### config.mk
export PLATFORM = sky130hd
export DESIGN_NAME = checkerboard_alpha_composite_unit
export DESIGN_NICKNAME = d
export VERILOG_FILES = /design/src/hdl/cac_pkg.sv /design/src/hdl/cac_alpha.sv /design/src/hdl/cac_lane.sv /design/src/hdl/checkerboard_alpha_composite_unit.sv
export SDC_FILE = /design/constraint.sdc
export NUM_CORES = 1
export LEC_CHECK = 0
export ABC_CLOCK_PERIOD_IN_PS = 11400
export BUFFER_PORTS_ARGS = -buffer_cell sky130_fd_sc_hd__buf_4
export CAP_MARGIN = 20
export CORE_MARGIN = 1
export CORE_UTILIZATION = 40
export CTS_CLUSTER_SIZE = 8
export DETAILED_ROUTE_END_ITERATION = 8
export HOLD_SLACK_MARGIN = 0.03
export SYNTH_ARGS = -nofsm -noshare
export SYNTH_HDL_FRONTEND = slang
export SYNTH_SLANG_ARGS = --single-unit
export TNS_END_PERCENT = 1
### constraint.sdc
create_clock -name i_clk -period 11.4 [get_ports i_clk]
set_clock_uncertainty 0.2 [all_clocks]
set_input_delay 0.57 -clock i_clk [delete_from_list [all_inputs] [get_ports i_clk]]
set_output_delay 0.57 -clock i_clk [all_outputs]
set_load 0.03 [all_outputs]
### src/hdl/cac_pkg.sv
package cac_pkg;

    // Coordinate width of the display position fields
    localparam int COORD_BITS = 12;

    localparam int CFG_IDX_BITS  = 2;
    localparam int CFG_DATA_BITS = 8;

    // Configuration register indexes
    localparam logic [CFG_IDX_BITS-1:0] REG_CHECK_TYPE = 2'd0;
    localparam logic [CFG_IDX_BITS-1:0] REG_CHECK_SIZE = 2'd1;
    localparam logic [CFG_IDX_BITS-1:0] REG_OPACITY    = 2'd2;

    // Pixel modes
    localparam logic [1:0] MODE_RGB        = 2'd0;
    localparam logic [1:0] MODE_RGB_ALPHA  = 2'd1;
    localparam logic [1:0] MODE_GRAY       = 2'd2;
    localparam logic [1:0] MODE_GRAY_ALPHA = 2'd3;

    // Check sizes
    localparam logic [1:0] SIZE_FOUR    = 2'd0;
    localparam logic [1:0] SIZE_EIGHT   = 2'd1;

    // Check pairs
    localparam logic [2:0] CHECK_GRAY_LIGHT = 3'd0;
    localparam logic [2:0] CHECK_GRAY_MID   = 3'd1;
    localparam logic [2:0] CHECK_GRAY_DARK  = 3'd2;
    localparam logic [2:0] CHECK_WHITE      = 3'd3;
    localparam logic [2:0] CHECK_GRAY       = 3'd4;

    // Load enables of the pipeline stages
    typedef struct packed {
        logic s1;
        logic s2;
        logic s3;
    } t_pipe_en;

    // floor(p / 255), exact for p up to 255 * 255
    function automatic logic [7:0] div255(input logic [15:0] p);
        logic [16:0] t;
        t = {1'b0, p} + 17'd1 + {9'd0, p[15:8]};
        return t[15:8];
    endfunction

    // Check value for a pair and a square parity (1 selects the dark value)
    function automatic logic [7:0] check_value(input logic [2:0] ct, input logic dark);
        logic [7:0] v;
        case (ct)
            CHECK_GRAY_LIGHT: v = dark ? 8'd204 : 8'd255;
            CHECK_GRAY_MID:   v = dark ? 8'd102 : 8'd153;
            CHECK_GRAY_DARK:  v = dark ? 8'd0   : 8'd51;
            CHECK_WHITE:      v = 8'd255;
            CHECK_GRAY:       v = 8'd127;
            default:          v = 8'd0;
        endcase
        return v;
    endfunction

endpackage

### src/hdl/cac_alpha.sv
module cac_alpha (
    input  logic                          i_clk,
    input  cac_pkg::t_pipe_en             i_en,
    input  logic [1:0]                    i_mode,
    input  logic [cac_pkg::COORD_BITS-1:0] i_pixel_x,
    input  logic [cac_pkg::COORD_BITS-1:0] i_pixel_y,
    input  logic [7:0]                    i_red_in,
    input  logic [7:0]                    i_green_in,
    input  logic [7:0]                    i_blue_in,
    input  logic [7:0]                    i_alpha_in,
    input  logic [2:0]                    i_check_type,
    input  logic [1:0]                    i_check_size,
    input  logic [7:0]                    i_opacity,
    output logic [7:0]                    o_ea,
    output logic [7:0]                    o_chk,
    output logic                          o_blend,
    output logic [7:0]                    o_red,
    output logic [7:0]                    o_green,
    output logic [7:0]                    o_blue
);

    logic        gray;
    logic        dark;
    logic [15:0] r_prod;
    logic [7:0]  r_chk1;
    logic        r_blend1;
    logic [7:0]  r_red1, r_green1, r_blue1;
    logic [7:0]  r_ea2, r_chk2;
    logic        r_blend2;
    logic [7:0]  r_red2, r_green2, r_blue2;

    assign gray = (i_mode == cac_pkg::MODE_GRAY) || (i_mode == cac_pkg::MODE_GRAY_ALPHA);

    // Square parity: bit s of x plus bit s of y
    always_comb begin
        case (i_check_size)
            cac_pkg::SIZE_FOUR:  dark = i_pixel_x[2] ^ i_pixel_y[2];
            cac_pkg::SIZE_EIGHT: dark = i_pixel_x[3] ^ i_pixel_y[3];
            default:             dark = i_pixel_x[4] ^ i_pixel_y[4];
        endcase
    end

    always_ff @(posedge i_clk) begin
        if (i_en.s1) begin
            r_prod   <= {8'd0, i_opacity} * {8'd0, i_alpha_in};
            r_chk1   <= cac_pkg::check_value(i_check_type, dark);
            r_blend1 <= (i_mode == cac_pkg::MODE_RGB_ALPHA) ||
                        (i_mode == cac_pkg::MODE_GRAY_ALPHA);
            r_red1   <= i_red_in;
            r_green1 <= gray ? i_red_in : i_green_in;
            r_blue1  <= gray ? i_red_in : i_blue_in;
        end
        if (i_en.s2) begin
            r_ea2    <= cac_pkg::div255(r_prod);
            r_chk2   <= r_chk1;
            r_blend2 <= r_blend1;
            r_red2   <= r_red1;
            r_green2 <= r_green1;
            r_blue2  <= r_blue1;
        end
    end

    assign o_ea    = r_ea2;
    assign o_chk   = r_chk2;
    assign o_blend = r_blend2;
    assign o_red   = r_red2;
    assign o_green = r_green2;
    assign o_blue  = r_blue2;

endmodule

### src/hdl/cac_lane.sv
module cac_lane (
    input  logic       i_clk,
    input  logic       i_en,
    input  logic [7:0] i_color,
    input  logic [7:0] i_ea,
    input  logic [7:0] i_chk,
    input  logic       i_blend,
    output logic [7:0] o_color
);

    logic [15:0] r_sum;
    logic [7:0]  r_color;
    logic        r_blend;

    always_ff @(posedge i_clk) begin
        if (i_en) begin
            r_sum   <= ({8'd0, i_color} * {8'd0, i_ea}) +
                       ({8'd0, i_chk} * {8'd0, 8'd255 - i_ea});
            r_color <= i_color;
            r_blend <= i_blend;
        end
    end

    // Pass the sample through when it carries no alpha
    assign o_color = r_blend ? cac_pkg::div255(r_sum) : r_color;

endmodule

### src/hdl/checkerboard_alpha_composite_unit.sv
// Channel   Direction  Handshake            Payload
// pixel     in         i_valid / o_stall    i_mode, i_pixel_x/y, i_*_in
// display   out        o_valid / i_stall    o_red_out, o_green_out, o_blue_out
// config    in         i_cfg_we             i_cfg_idx, i_cfg_data
//
// One pixel per clock while the output is not stalled; from input transfer
// to output valid each pixel passes the alpha product, effective alpha,
// per-channel blend sums in three lanes, then the merged output register.
// Reset is synchronous, active low; it clears the stage valid bits and loads
// the register reset values.
// A stall moves backward only as far as the first empty stage, so bubbles
// are filled while the output waits.
module checkerboard_alpha_composite_unit (
    input  logic                                i_clk,
    input  logic                                i_rst_n,
    input  logic                                i_cfg_we,
    input  logic [cac_pkg::CFG_IDX_BITS-1:0]    i_cfg_idx,
    input  logic [cac_pkg::CFG_DATA_BITS-1:0]   i_cfg_data,
    input  logic                                i_valid,
    output logic                                o_stall,
    input  logic [1:0]                          i_mode,
    input  logic [cac_pkg::COORD_BITS-1:0]      i_pixel_x,
    input  logic [cac_pkg::COORD_BITS-1:0]      i_pixel_y,
    input  logic [7:0]                          i_red_in,
    input  logic [7:0]                          i_green_in,
    input  logic [7:0]                          i_blue_in,
    input  logic [7:0]                          i_alpha_in,
    output logic                                o_valid,
    input  logic                                i_stall,
    output logic [7:0]                          o_red_out,
    output logic [7:0]                          o_green_out,
    output logic [7:0]                          o_blue_out
);

    // Configuration registers
    logic [2:0] r_check_type;
    logic [1:0] r_check_size;
    logic [7:0] r_opacity;

    // Stage valid bits
    logic r_v1, r_v2, r_v3, r_v4;
    logic rdy1, rdy2, rdy3, rdy4;
    cac_pkg::t_pipe_en en;

    logic [7:0] ea, chk;
    logic       blend;
    logic [7:0] red2, green2, blue2;
    logic [7:0] red3, green3, blue3;
    logic [7:0] r_red_out, r_green_out, r_blue_out;

    always_ff @(posedge i_clk) begin
        if (!i_rst_n) begin
            r_check_type <= 3'd0;
            r_check_size <= 2'd1;
            r_opacity    <= 8'd255;
        end else if (i_cfg_we) begin
            case (i_cfg_idx)
                cac_pkg::REG_CHECK_TYPE: r_check_type <= i_cfg_data[2:0];
                cac_pkg::REG_CHECK_SIZE: r_check_size <= i_cfg_data[1:0];
                cac_pkg::REG_OPACITY:    r_opacity    <= i_cfg_data;
                default: ;
            endcase
        end
    end

    // A stage may load when it is empty or its content moves on
    assign rdy4 = !r_v4 || !i_stall;
    assign rdy3 = !r_v3 || rdy4;
    assign rdy2 = !r_v2 || rdy3;
    assign rdy1 = !r_v1 || rdy2;

    assign en.s1 = rdy1;
    assign en.s2 = rdy2;
    assign en.s3 = rdy3;

    assign o_stall = !rdy1;

    always_ff @(posedge i_clk) begin
        if (!i_rst_n) begin
            r_v1 <= 1'b0;
            r_v2 <= 1'b0;
            r_v3 <= 1'b0;
            r_v4 <= 1'b0;
        end else begin
            if (rdy1) r_v1 <= i_valid;
            if (rdy2) r_v2 <= r_v1;
            if (rdy3) r_v3 <= r_v2;
            if (rdy4) r_v4 <= r_v3;
        end
    end

    cac_alpha u_alpha (
        .i_clk        (i_clk),
        .i_en         (en),
        .i_mode       (i_mode),
        .i_pixel_x    (i_pixel_x),
        .i_pixel_y    (i_pixel_y),
        .i_red_in     (i_red_in),
        .i_green_in   (i_green_in),
        .i_blue_in    (i_blue_in),
        .i_alpha_in   (i_alpha_in),
        .i_check_type (r_check_type),
        .i_check_size (r_check_size),
        .i_opacity    (r_opacity),
        .o_ea         (ea),
        .o_chk        (chk),
        .o_blend      (blend),
        .o_red        (red2),
        .o_green      (green2),
        .o_blue       (blue2)
    );

    // One blend lane per color channel
    cac_lane u_lane_red (
        .i_clk   (i_clk),
        .i_en    (en.s3),
        .i_color (red2),
        .i_ea    (ea),
        .i_chk   (chk),
        .i_blend (blend),
        .o_color (red3)
    );

    cac_lane u_lane_green (
        .i_clk   (i_clk),
        .i_en    (en.s3),
        .i_color (green2),
        .i_ea    (ea),
        .i_chk   (chk),
        .i_blend (blend),
        .o_color (green3)
    );

    cac_lane u_lane_blue (
        .i_clk   (i_clk),
        .i_en    (en.s3),
        .i_color (blue2),
        .i_ea    (ea),
        .i_chk   (chk),
        .i_blend (blend),
        .o_color (blue3)
    );

    // Merge the lanes into the output register; hold while stalled
    always_ff @(posedge i_clk) begin
        if (rdy4) begin
            r_red_out   <= red3;
            r_green_out <= green3;
            r_blue_out  <= blue3;
        end
    end

    assign o_valid     = r_v4;
    assign o_red_out   = r_red_out;
    assign o_green_out = r_green_out;
    assign o_blue_out  = r_blue_out;

    a_empty_accepts: assert property (@(posedge i_clk) disable iff (!i_rst_n)
        (!r_v1 && !r_v2 && !r_v3 && !r_v4) |-> !o_stall)
        else $error("empty pipeline refuses a pixel");

    a_transfer_enters: assert property (@(posedge i_clk) disable iff (!i_rst_n)
        (i_valid && !o_stall) |=> r_v1)
        else $error("accepted pixel lost at first stage");

    a_no_invented: assert property (@(posedge i_clk) disable iff (!i_rst_n)
        (r_v4 && !i_stall && !r_v3) |=> !o_valid)
        else $error("output valid without a pixel behind it");

    a_lane_drains: assert property (@(posedge i_clk) disable iff (!i_rst_n)
        (r_v3 && !(r_v4 && i_stall)) |=> o_valid)
        else $error("blended pixel did not reach the output");

endmodule

==> metrics.cfg, run 1 <==
[run_status]
outcome=complete, no violations

[global_routing]
grt_max_degree=74
groute.usage.overall_pct=17.5
grt_pass1_wl_mm=67.9
grt_pass1_vias=13300
grt.overflow.total=0
antenna_found_initial=3

[cts]
cts.clk_slew.worst_paths_ns=0.08
cts_sinks=198
numCtsBuffers=17
post-cts-setup-buffers=0
clk_latency_ns=0.47
ctsHoldBuffers=0
clk_path_buf_depth=2
cts_htree_levels=4
post_cts_resized=0
root_buffer=clkbuf_16
cts_tree=built

[worst_setup_path]
r2r_cells=27
critPathRequiredTime_ns=11.40
cp-start-kind=register
slowest_stage=o21ai_0
r2r_start=u_alpha.o_ea[2]
crit_top_cell=fa_1
crit_type=register to register
endpoint_kind=register
cp.arrival_ns=8.38
max_stage_delay_ns=0.72
worst-path-max-fanout=29
rrSetupSlack_ns=3.02
r2r_end=u_lane_red.r_sum[15]

[yosys]
yosysTopAreaCell=edfxtp_1
synth_mux_area_share_pct=0.423
synth_edf_count=181
avgSynthCellArea_um2=10.2
synth-simple-area-share_pct=14.6
synth-seq-cells=198
yosysUniqueCellTypes=68
ys.flop_type=edfxtp_1
synth_top_family_by_area=adder cells
syn_inst=1878
yosysWarnings=0
async_flop_share_pct=0
synth-compound-area-share_pct=8.23
yosys.area.top_type_share_pct=28.3
syn_area_mm2=0.0192
synth_area_leaders=edfxtp_1 (28%), fa_1 (23%), ha_1 (13%)
synth_xor_area_share_pct=3.24
seq_area_frac_synth_pct=30.1
synthAdderAreaFrac_pct=35.8

[placement]
numPortBuffers=80
gp_congestion=0.836
hpwl_mm=32.3

[routing]
drt_pass1_iterations=5
drt-vias-per-instance=5.02
drt_wl_total_mm=40.9
drc=0
ant_nets=0
vias=12900
wl_per_cell_um=15.9
drt_iter0_drc=687

[timing]
worstMarginPinSlew_ns=1.01
tns_ns=0
period_share_pct=73.5
relSlewSlack_pct=32.9
finalMaxSlewViolations=0
setup_viol=0
hold_viol=0
fmax_mhz=119
rsz0062_at_grt=false
fin_crit_ns=8.38

[run]
maxCapViolations=0

[cells_and_area]
drive_gt1_share_pct=6.81
nFillCells=4482
area_growth_pct=9.82
layout_commonest_cell=inv_1
mostFrequentLayoutCells=inv_1 (348), fa_1 (220), nand2_1 (200)
nets=2445

[floorplan]
die_w_um=221
fp.dieH_um=221
die_area_mm2=0.0489
row_count=79
start_util_pct=40.9
core_mm2=0.0470
io_pins=99

[hold_path]
hold_end=u_alpha.r_red1[7]
hold_path_class=input pin to register
hold_depth=1
min-delay-start=i_red_in[7]

## worst max-delay path, delay by kind of cell (launching register included)
kind / cells / cell delay, ns
AO/OA/AOI/OAI: 3 / 0.94
XOR/XNOR: 1 / 0.14
adder cells (fa/ha/maj): 10 / 4.79
buffers and inverters: 8 / 0.63
flip-flops: 1 / 0.36
AND/OR/NAND/NOR: 5 / 1.07
## worst max path at each step
stage / end / slack, ns / cells past startpoint / startpoint
3_3_place_gp: u_lane_red.r_sum[15] / 3.01 / 27 / u_alpha.o_ea[2]
6_report: u_lane_red.r_sum[15] / 3.02 / 27 / u_alpha.o_ea[2]
4_1_cts: u_lane_red.r_sum[15] / 2.98 / 27 / u_alpha.o_ea[2]
5_1_grt: u_lane_red.r_sum[15] / 2.64 / 27 / u_alpha.o_ea[2]
3_5_place_dp: u_lane_red.r_sum[15] / 2.99 / 27 / u_alpha.o_ea[2]
2_1_floorplan: u_lane_red.r_sum[15] / 3.90 / 26 / u_alpha.o_ea[2]
## stage by stage
stage	instances	util (%)	hold WS [ns]	setup slack (ns)	instance area, um^2
after floorplan	1880	-	0.200	3.90	19200
after global placement	2543	43.7	0.203	3.01	20500
after detailed placement	2543	43.7	0.205	2.99	20500
after CTS	2575	44.9	0.0558	2.98	21100
after global routing	2575	44.9	0.0609	2.64	21100
final	2577	44.9	0.0806	3.02	21100
## synthesized netlist by cell type (all sizes together), types with 4 or more instances
master	number
and3	6
o311ai	4
ha	197
nand3	31
nand2	200
dfxtp	17
mux2i	7
xnor2	57
fa	220
nor3	20
nand4	4
or3	13
o211ai	9
a21oi	50
and2	136
nor2	65
nand2b	11
xor2	14
or4	8
a31oi	18
o21ai	66
nor2b	52
a21o	15
o31ai	8
o21a	25
inv	349
a211oi	11
edfxtp	181
a211o	4
o21bai	5
clkbuf	36
## cell families after synthesis
kind of cell / after synthesis
simple gates: 558
fa+ha+maj: 417
buf+inv: 386
compound gates: 239
flops: 198
xor+xnor: 71
mux: 8
other cells: 1
## flip-flops by register name, summed over array words and instances (netlist names), 2 cells and up
name                  cells
u_alpha.r_prod           16
u_lane_blue.r_sum        16
u_lane_green.r_sum       16
u_lane_red.r_sum         16
o_blue_out                8
o_green_out               8
o_red_out                 8
r_opacity                 8
u_alpha.o_blue            8
u_alpha.o_ea              8
u_alpha.o_green           8
u_alpha.o_red             8
u_alpha.r_blue1           8
u_alpha.r_green1          8
u_alpha.r_red1            8
u_lane_blue.r_color       8
u_lane_green.r_color      8
u_lane_red.r_color        8
u_alpha.o_chk             5
u_alpha.r_chk1            5
r_check_type              3
r_check_size              2
## layout make-up
| type | instances | area, um^2 | share of cell area (%) |
|---|---|---|---|
| antenna | 2 | 5.00 | 0.0237 |
| clock buffer | 19 | 433 | 2.05 |
| clock inverter | 13 | 136 | 0.647 |
| inverter | 349 | 1310 | 6.21 |
| multi-input combinational | 1296 | 12000 | 56.8 |
| sequential | 198 | 5780 | 27.4 |
| tap | 607 | 759 | 3.60 |
| timing repair buffer | 93 | 698 | 3.31 |
## metal layers
metal,global-route usage (%),part of all wire (%)
met5,0,0.034
met4,6.09,2.3
met3,3.37,5.4
met2,28.7,46
met1,22.9,46
Power of run 1 is not shown: default switching activity piles up to over one toggle a cycle in this logic, so the estimate is an artifact.
==> run 2: changes to the inputs <==
--- a/config.mk
+++ b/config.mk
@@ -5,7 +5,7 @@
 export SDC_FILE = /design/constraint.sdc
 export NUM_CORES = 1
 export LEC_CHECK = 0
-export ABC_CLOCK_PERIOD_IN_PS = 11400
+export ABC_CLOCK_PERIOD_IN_PS = 7700
 export BUFFER_PORTS_ARGS = -buffer_cell sky130_fd_sc_hd__buf_4
 export CAP_MARGIN = 20
 export CORE_MARGIN = 1
==> constraint.sdc (replaced) <==
create_clock -name i_clk -period 7.7 [get_ports i_clk]
set_clock_uncertainty 0.2 [all_clocks]
set_input_delay 0.385 -clock i_clk [delete_from_list [all_inputs] [get_ports i_clk]]
set_output_delay 0.385 -clock i_clk [all_outputs]
set_load 0.03 [all_outputs]
==> run 2 against run 1 <==
Net effect:
- cell count increased by 2.5%
- critical path depth decreased by 4
- via count increased by 2.2%
- sequential share of layout area decreased by 0.87 points
- register-to-register slack got worse by 2.8 ns
- first-iteration DRC count decreased by 13%
- global-route usage increased by 0.19 points
- wire length increased by 0.68%
- die area unchanged
- hold slack got worse by 0.017 ns
- largest cell class unchanged
==> metrics.cfg, run 2 (same netlist as run 1, synthesis figures left out) <==
[cts]
clk_path_buf_depth=2
root_buffer=clkbuf_16
numCtsBuffers=17
cts_sinks=198
cts.clk_slew.worst_paths_ns=0.07
cts_tree=built
cts_htree_levels=4
clk_latency_ns=0.46

[cells_and_area]
mostFrequentLayoutCells=inv_1 (346), fa_1 (220), nand2_1 (200)
drive_gt1_share_pct=9.29
nets=2511
area_growth_pct=13.4
layout_commonest_cell=inv_1

[timing]
setup_viol=0
period_share_pct=96.7
fmax_mhz=134
rsz0062_at_grt=true
setup_ws_ns=0.251
worstMarginPinSlew_ns=0.974
relSlewSlack_pct=35.1
finalMaxSlewViolations=0
hold_viol=0
fin_crit_ns=7.45

[worst_setup_path]
cp.arrival_ns=7.51
r2r_cells=23
worst-path-max-fanout=14
r2r_start=u_alpha.o_ea[0]
crit_top_cell=fa_1
critical_path.cell_chain=nand2b_1 -> inv_1 -> fa_1 -> ha_1 -> inv_1 -> fa_1 -> inv_1 -> ha_1 -> a21o_1 -> a21oi_2 -> xnor2_4 -> fa_1 -> fa_1 -> fa_1 -> fa_1 -> inv_1 -> ha_1 -> o21a_1 -> a21oi_1 -> o21ai_1 -> a21oi_2 -> or4b_1 -> o311ai_1
crit_path_start=u_alpha.o_ea[0]
crit_type=register to register
max_stage_delay_ns=0.75
cp-start-kind=register
slowest_stage=edfxtp_1
critPathRequiredTime_ns=7.76
r2r_end=u_lane_blue.r_sum[14]
crit_path_end=u_lane_blue.r_sum[14]
endpoint_kind=register
critPathBufInv=4
rrSetupSlack_ns=0.25
worstSetupPathDepth=23
crit_family=adder cells

[run_status]
outcome=complete, no violations

[floorplan]
core_mm2=0.0470
start_util_pct=40.9
io_pins=99
row_count=79
die_w_um=221
die_area_mm2=0.0489
fp.dieH_um=221

[routing]
wl_per_cell_um=15.6
drt_wl_total_mm=41.1
ant_nets=0
drt_pass1_iterations=5
drt-vias-per-instance=5.00
drc=0
drt_iter0_drc=600
vias=13200

[run]
maxCapViolations=0

[placement]
gp_congestion=0.885
numPortBuffers=80
detailedPlace.worstSlack_ns=-0.0922
hpwl_mm=33.2

[hold_path]
hold_path_class=input pin to register

[global_routing]
grt_max_degree=74
antenna_found_initial=1
groute.usage.overall_pct=17.7
grt.overflow.total=0
grt_pass1_wl_mm=68.9
grt_pass1_vias=13800

-- run 2: changes by cell type in the layout (fill, tap and decap cells not counted), sizes merged --
cell / change
inv: +2
buf: +37
diode: -1
clkinv: +2
clkinvlp: -2
dlygate4sd3: +29
clkbuf: -2
-- run 2: what timing repair did --
action                                 in CTS  in global routing
endpoints found under the hold margin      28                  0
setup endpoints to repair                   2                 13
buffers inserted                            0                  7
pin swaps                                   0                  3
resized for setup                           1                 22
hold buffers                               29                  0
-- run 2: final cells by class --
cell class / count / area, um^2
Antenna cell: 1 / 2.50
Multi-Input combinational cell: 1296 / 12100
Sequential cell: 198 / 5780
Tap cell: 607 / 759
Inverter: 349 / 1310
Timing Repair Buffer: 159 / 1270
Fill cell: 4381 / 25200
Clock buffer: 17 / 425
Clock inverter: 15 / 161
-- run 2: layer usage --
metal	GRT usage (%)	vias to the layer above	share of wire, %
met1	23.3	6519	46
met2	30.0	240	48
li1	-	6416	-
met4	5.53	0	2.2
met3	2.48	38	3.6
met5	0	-	0
-- run 2: worst min path at each step --
stage                 startpoint  depth (start not counted)             endpoint
6_report            i_blue_in[2]                          3   u_alpha.r_blue1[2]
5_1_grt            i_green_in[1]                          3  u_alpha.r_green1[1]
4_1_cts             i_blue_in[0]                          3   u_alpha.r_blue1[0]
3_5_place_dp   u_alpha.r_red1[7]                          0     u_alpha.o_red[7]
3_3_place_gp   u_alpha.r_red1[1]                          0     u_alpha.o_red[1]
2_1_floorplan   u_alpha.r_blend1                          0      u_alpha.o_blend
-- run 2: tightest hold or removal path, cell delays in order --
cell     delay (ns)
buf_4          0.08
inv_1          0.03
o21ai_0        0.12
-- run 2: stage by stage --
step                      hold WS [ns]  TNS (ns)  utilization (%)  std cells  instance area [um^2]
after global placement           0.201         0             44.2       2573                 20700
final                           0.0638         0             46.4       2642                 21800
after global routing            0.0696    -0.141             46.4       2641                 21800
after CTS                       0.0376         0             46.1       2634                 21600
after floorplan                  0.200         0                -       1880                 19200
after detailed placement         0.205    -0.113             44.2       2573                 20700
Power of run 2 is left out for the same reason.
==> run 3: changes to the inputs <==
--- a/config.mk
+++ b/config.mk
@@ -8,7 +8,7 @@
 export ABC_CLOCK_PERIOD_IN_PS = 7700
 export BUFFER_PORTS_ARGS = -buffer_cell sky130_fd_sc_hd__buf_4
 export CAP_MARGIN = 20
-export CORE_MARGIN = 1
+export CORE_MARGIN = 10
 export CORE_UTILIZATION = 40
 export CTS_CLUSTER_SIZE = 8
 export DETAILED_ROUTE_END_ITERATION = 8
==> run 3 against run 2 <==
Net effect:
- hold slack better by 0.022 ns
- register-to-register slack worse by 0.03 ns
- global-route usage down 2.1 points
- highest routed layer unchanged
- via count up 0.96%
- critical path type unchanged
- setup slack worse by 0.027 ns
==> metrics.cfg, run 3 (same netlist as run 1, synthesis figures left out) <==
[timing]
worstMarginPinSlew_ns=0.931
rsz0062_at_grt=true
setup_viol=0
period_share_pct=97.1
hold_ws_ns=0.0861
relSlewSlack_pct=37.9
fmax_mhz=134
fin_crit_ns=7.48
hold_viol=0
finalMaxSlewViolations=0

[global_routing]
groute.usage.overall_pct=15.6
grt_pass1_wl_mm=70.8
grt_max_degree=72
grt.overflow.total=0
top_usage_layer=met2
grt_use_met3_pct=3.27
use_met1_pct=20.6
grt_pass1_vias=13800
grtUsageMet2_pct=25.4
antenna_found_initial=1

[hold_path]
hold_path_class=input pin to register

[floorplan]
core_mm2=0.0476
row_count=80
start_util_pct=40.3
die_w_um=239
fp.dieH_um=239
io_pins=99
die_area_mm2=0.0572

[worst_setup_path]
cp.arrival_ns=7.51
endpoint_kind=register
worst-path-max-fanout=6
critPathRequiredTime_ns=7.73
cp-start-kind=register
crit_type=register to register

[cells_and_area]
mostFrequentLayoutCells=inv_1 (346), fa_1 (218), nand2_1 (199)
drive_gt1_share_pct=10.6
layout_commonest_cell=inv_1
area_growth_pct=15.2
antenna_cells=0
post-route-util_pct=46.4
fin_area_mm2=0.0221
nets=2535

[cts]
cts.clk_slew.worst_paths_ns=0.08
numCtsBuffers=17
cts_htree_levels=4
cts_tree=built
cts_sinks=198
root_buffer=clkbuf_16
clk_latency_ns=0.49
clk_path_buf_depth=2

[placement]
placed_area_mm2=0.0208
hpwl_mm=33.4
gp_congestion=0.840
numPortBuffers=80

[routing]
wl_per_cell_um=15.7
drt_wl_total_mm=42.1
drt_pass1_iterations=5
drt_iter0_drc=742
drc=0
vias=13300
ant_nets=0
drt-vias-per-instance=4.99

[run]
maxCapViolations=0

[run_status]
outcome=complete, no violations

## run 3: cell count changes in the layout (fill, tap and decap cells not counted), moves of 3 or more
cell           before  now
a21oi_2             2    6
ha_4                2    5
nor2b_2             3    7
buf_4             129  141
dlygate4sd3_1      29   41
nor2b_1            48   42
a21oi_1            48   44
xnor2_2             0    3
## run 3: stage by stage
stage / setup TNS [ns] / instances / setup WS [ns]
after floorplan: 0 / 1880 / 0.199
after global placement: 0 / 2587 / 0.0562
after detailed placement: -0.101 / 2587 / -0.101
after CTS: 0 / 2660 / 0.00202
after global routing: -0.195 / 2673 / -0.0611
final: 0 / 2673 / 0.224
## run 3: area by class of cell
type	instances	area [um^2]
clock buffers	17	425
clock inverters	15	180
fillers	4509	25500
inverters	349	1310
multi-input cells	1296	12200
flip-flops and latches	198	5780
well taps	615	769
repair buffers	183	1490
## run 3: what timing repair did
action,CTS,global route
endpoints found under the setup margin,1,16
setup buffers,0,13
hold buffers,41,0
gates resized for setup,1,44
pin swaps,0,15
endpoints found under the hold margin,42,0
## run 3: path summary, 6_finish.rpt
| check | from | to | slack [ns] | depth (start not counted) |
|---|---|---|---|---|
| max | u_alpha.o_chk[5] | u_lane_red.r_sum[15] | 0.22 | 27 |
| min | i_green_in[4] | u_alpha.r_green1[4] | 0.09 | 3 |
| max reg2reg | u_alpha.o_chk[5] | u_lane_red.r_sum[15] | 0.22 | 27 |
| min reg2reg | u_alpha.r_blue1[2] | u_alpha.o_blue[2] | 0.22 | 0 |
## run 3: worst max-delay path: stages, from the launching register on
cell and delay (ns):
edfxtp_1 0.52, buf_4 0.20, nand2b_1 0.09, fa_1 0.48, fa_1 0.51, inv_1 0.05
fa_1 0.48, inv_1 0.05, fa_1 0.47, inv_1 0.06, ha_4 0.28, o21ai_1 0.08
o21ai_1 0.15, buf_4 0.18, fa_1 0.44, fa_1 0.50, inv_1 0.06, fa_1 0.53
inv_1 0.05, fa_1 0.47, inv_1 0.06, ha_4 0.27, o2111a_2 0.22, nor4bb_4 0.05
buf_4 0.14, or3_4 0.36, o211ai_1 0.19, xnor2_1 0.09
## run 3: metal layers
metal	wire [um]	up-vias
met3	1850	33
met5	0	-
li1	-	6465
met1	20000	6596
met2	19600	246
met4	623	0
Power of run 3 is left out for the same reason.
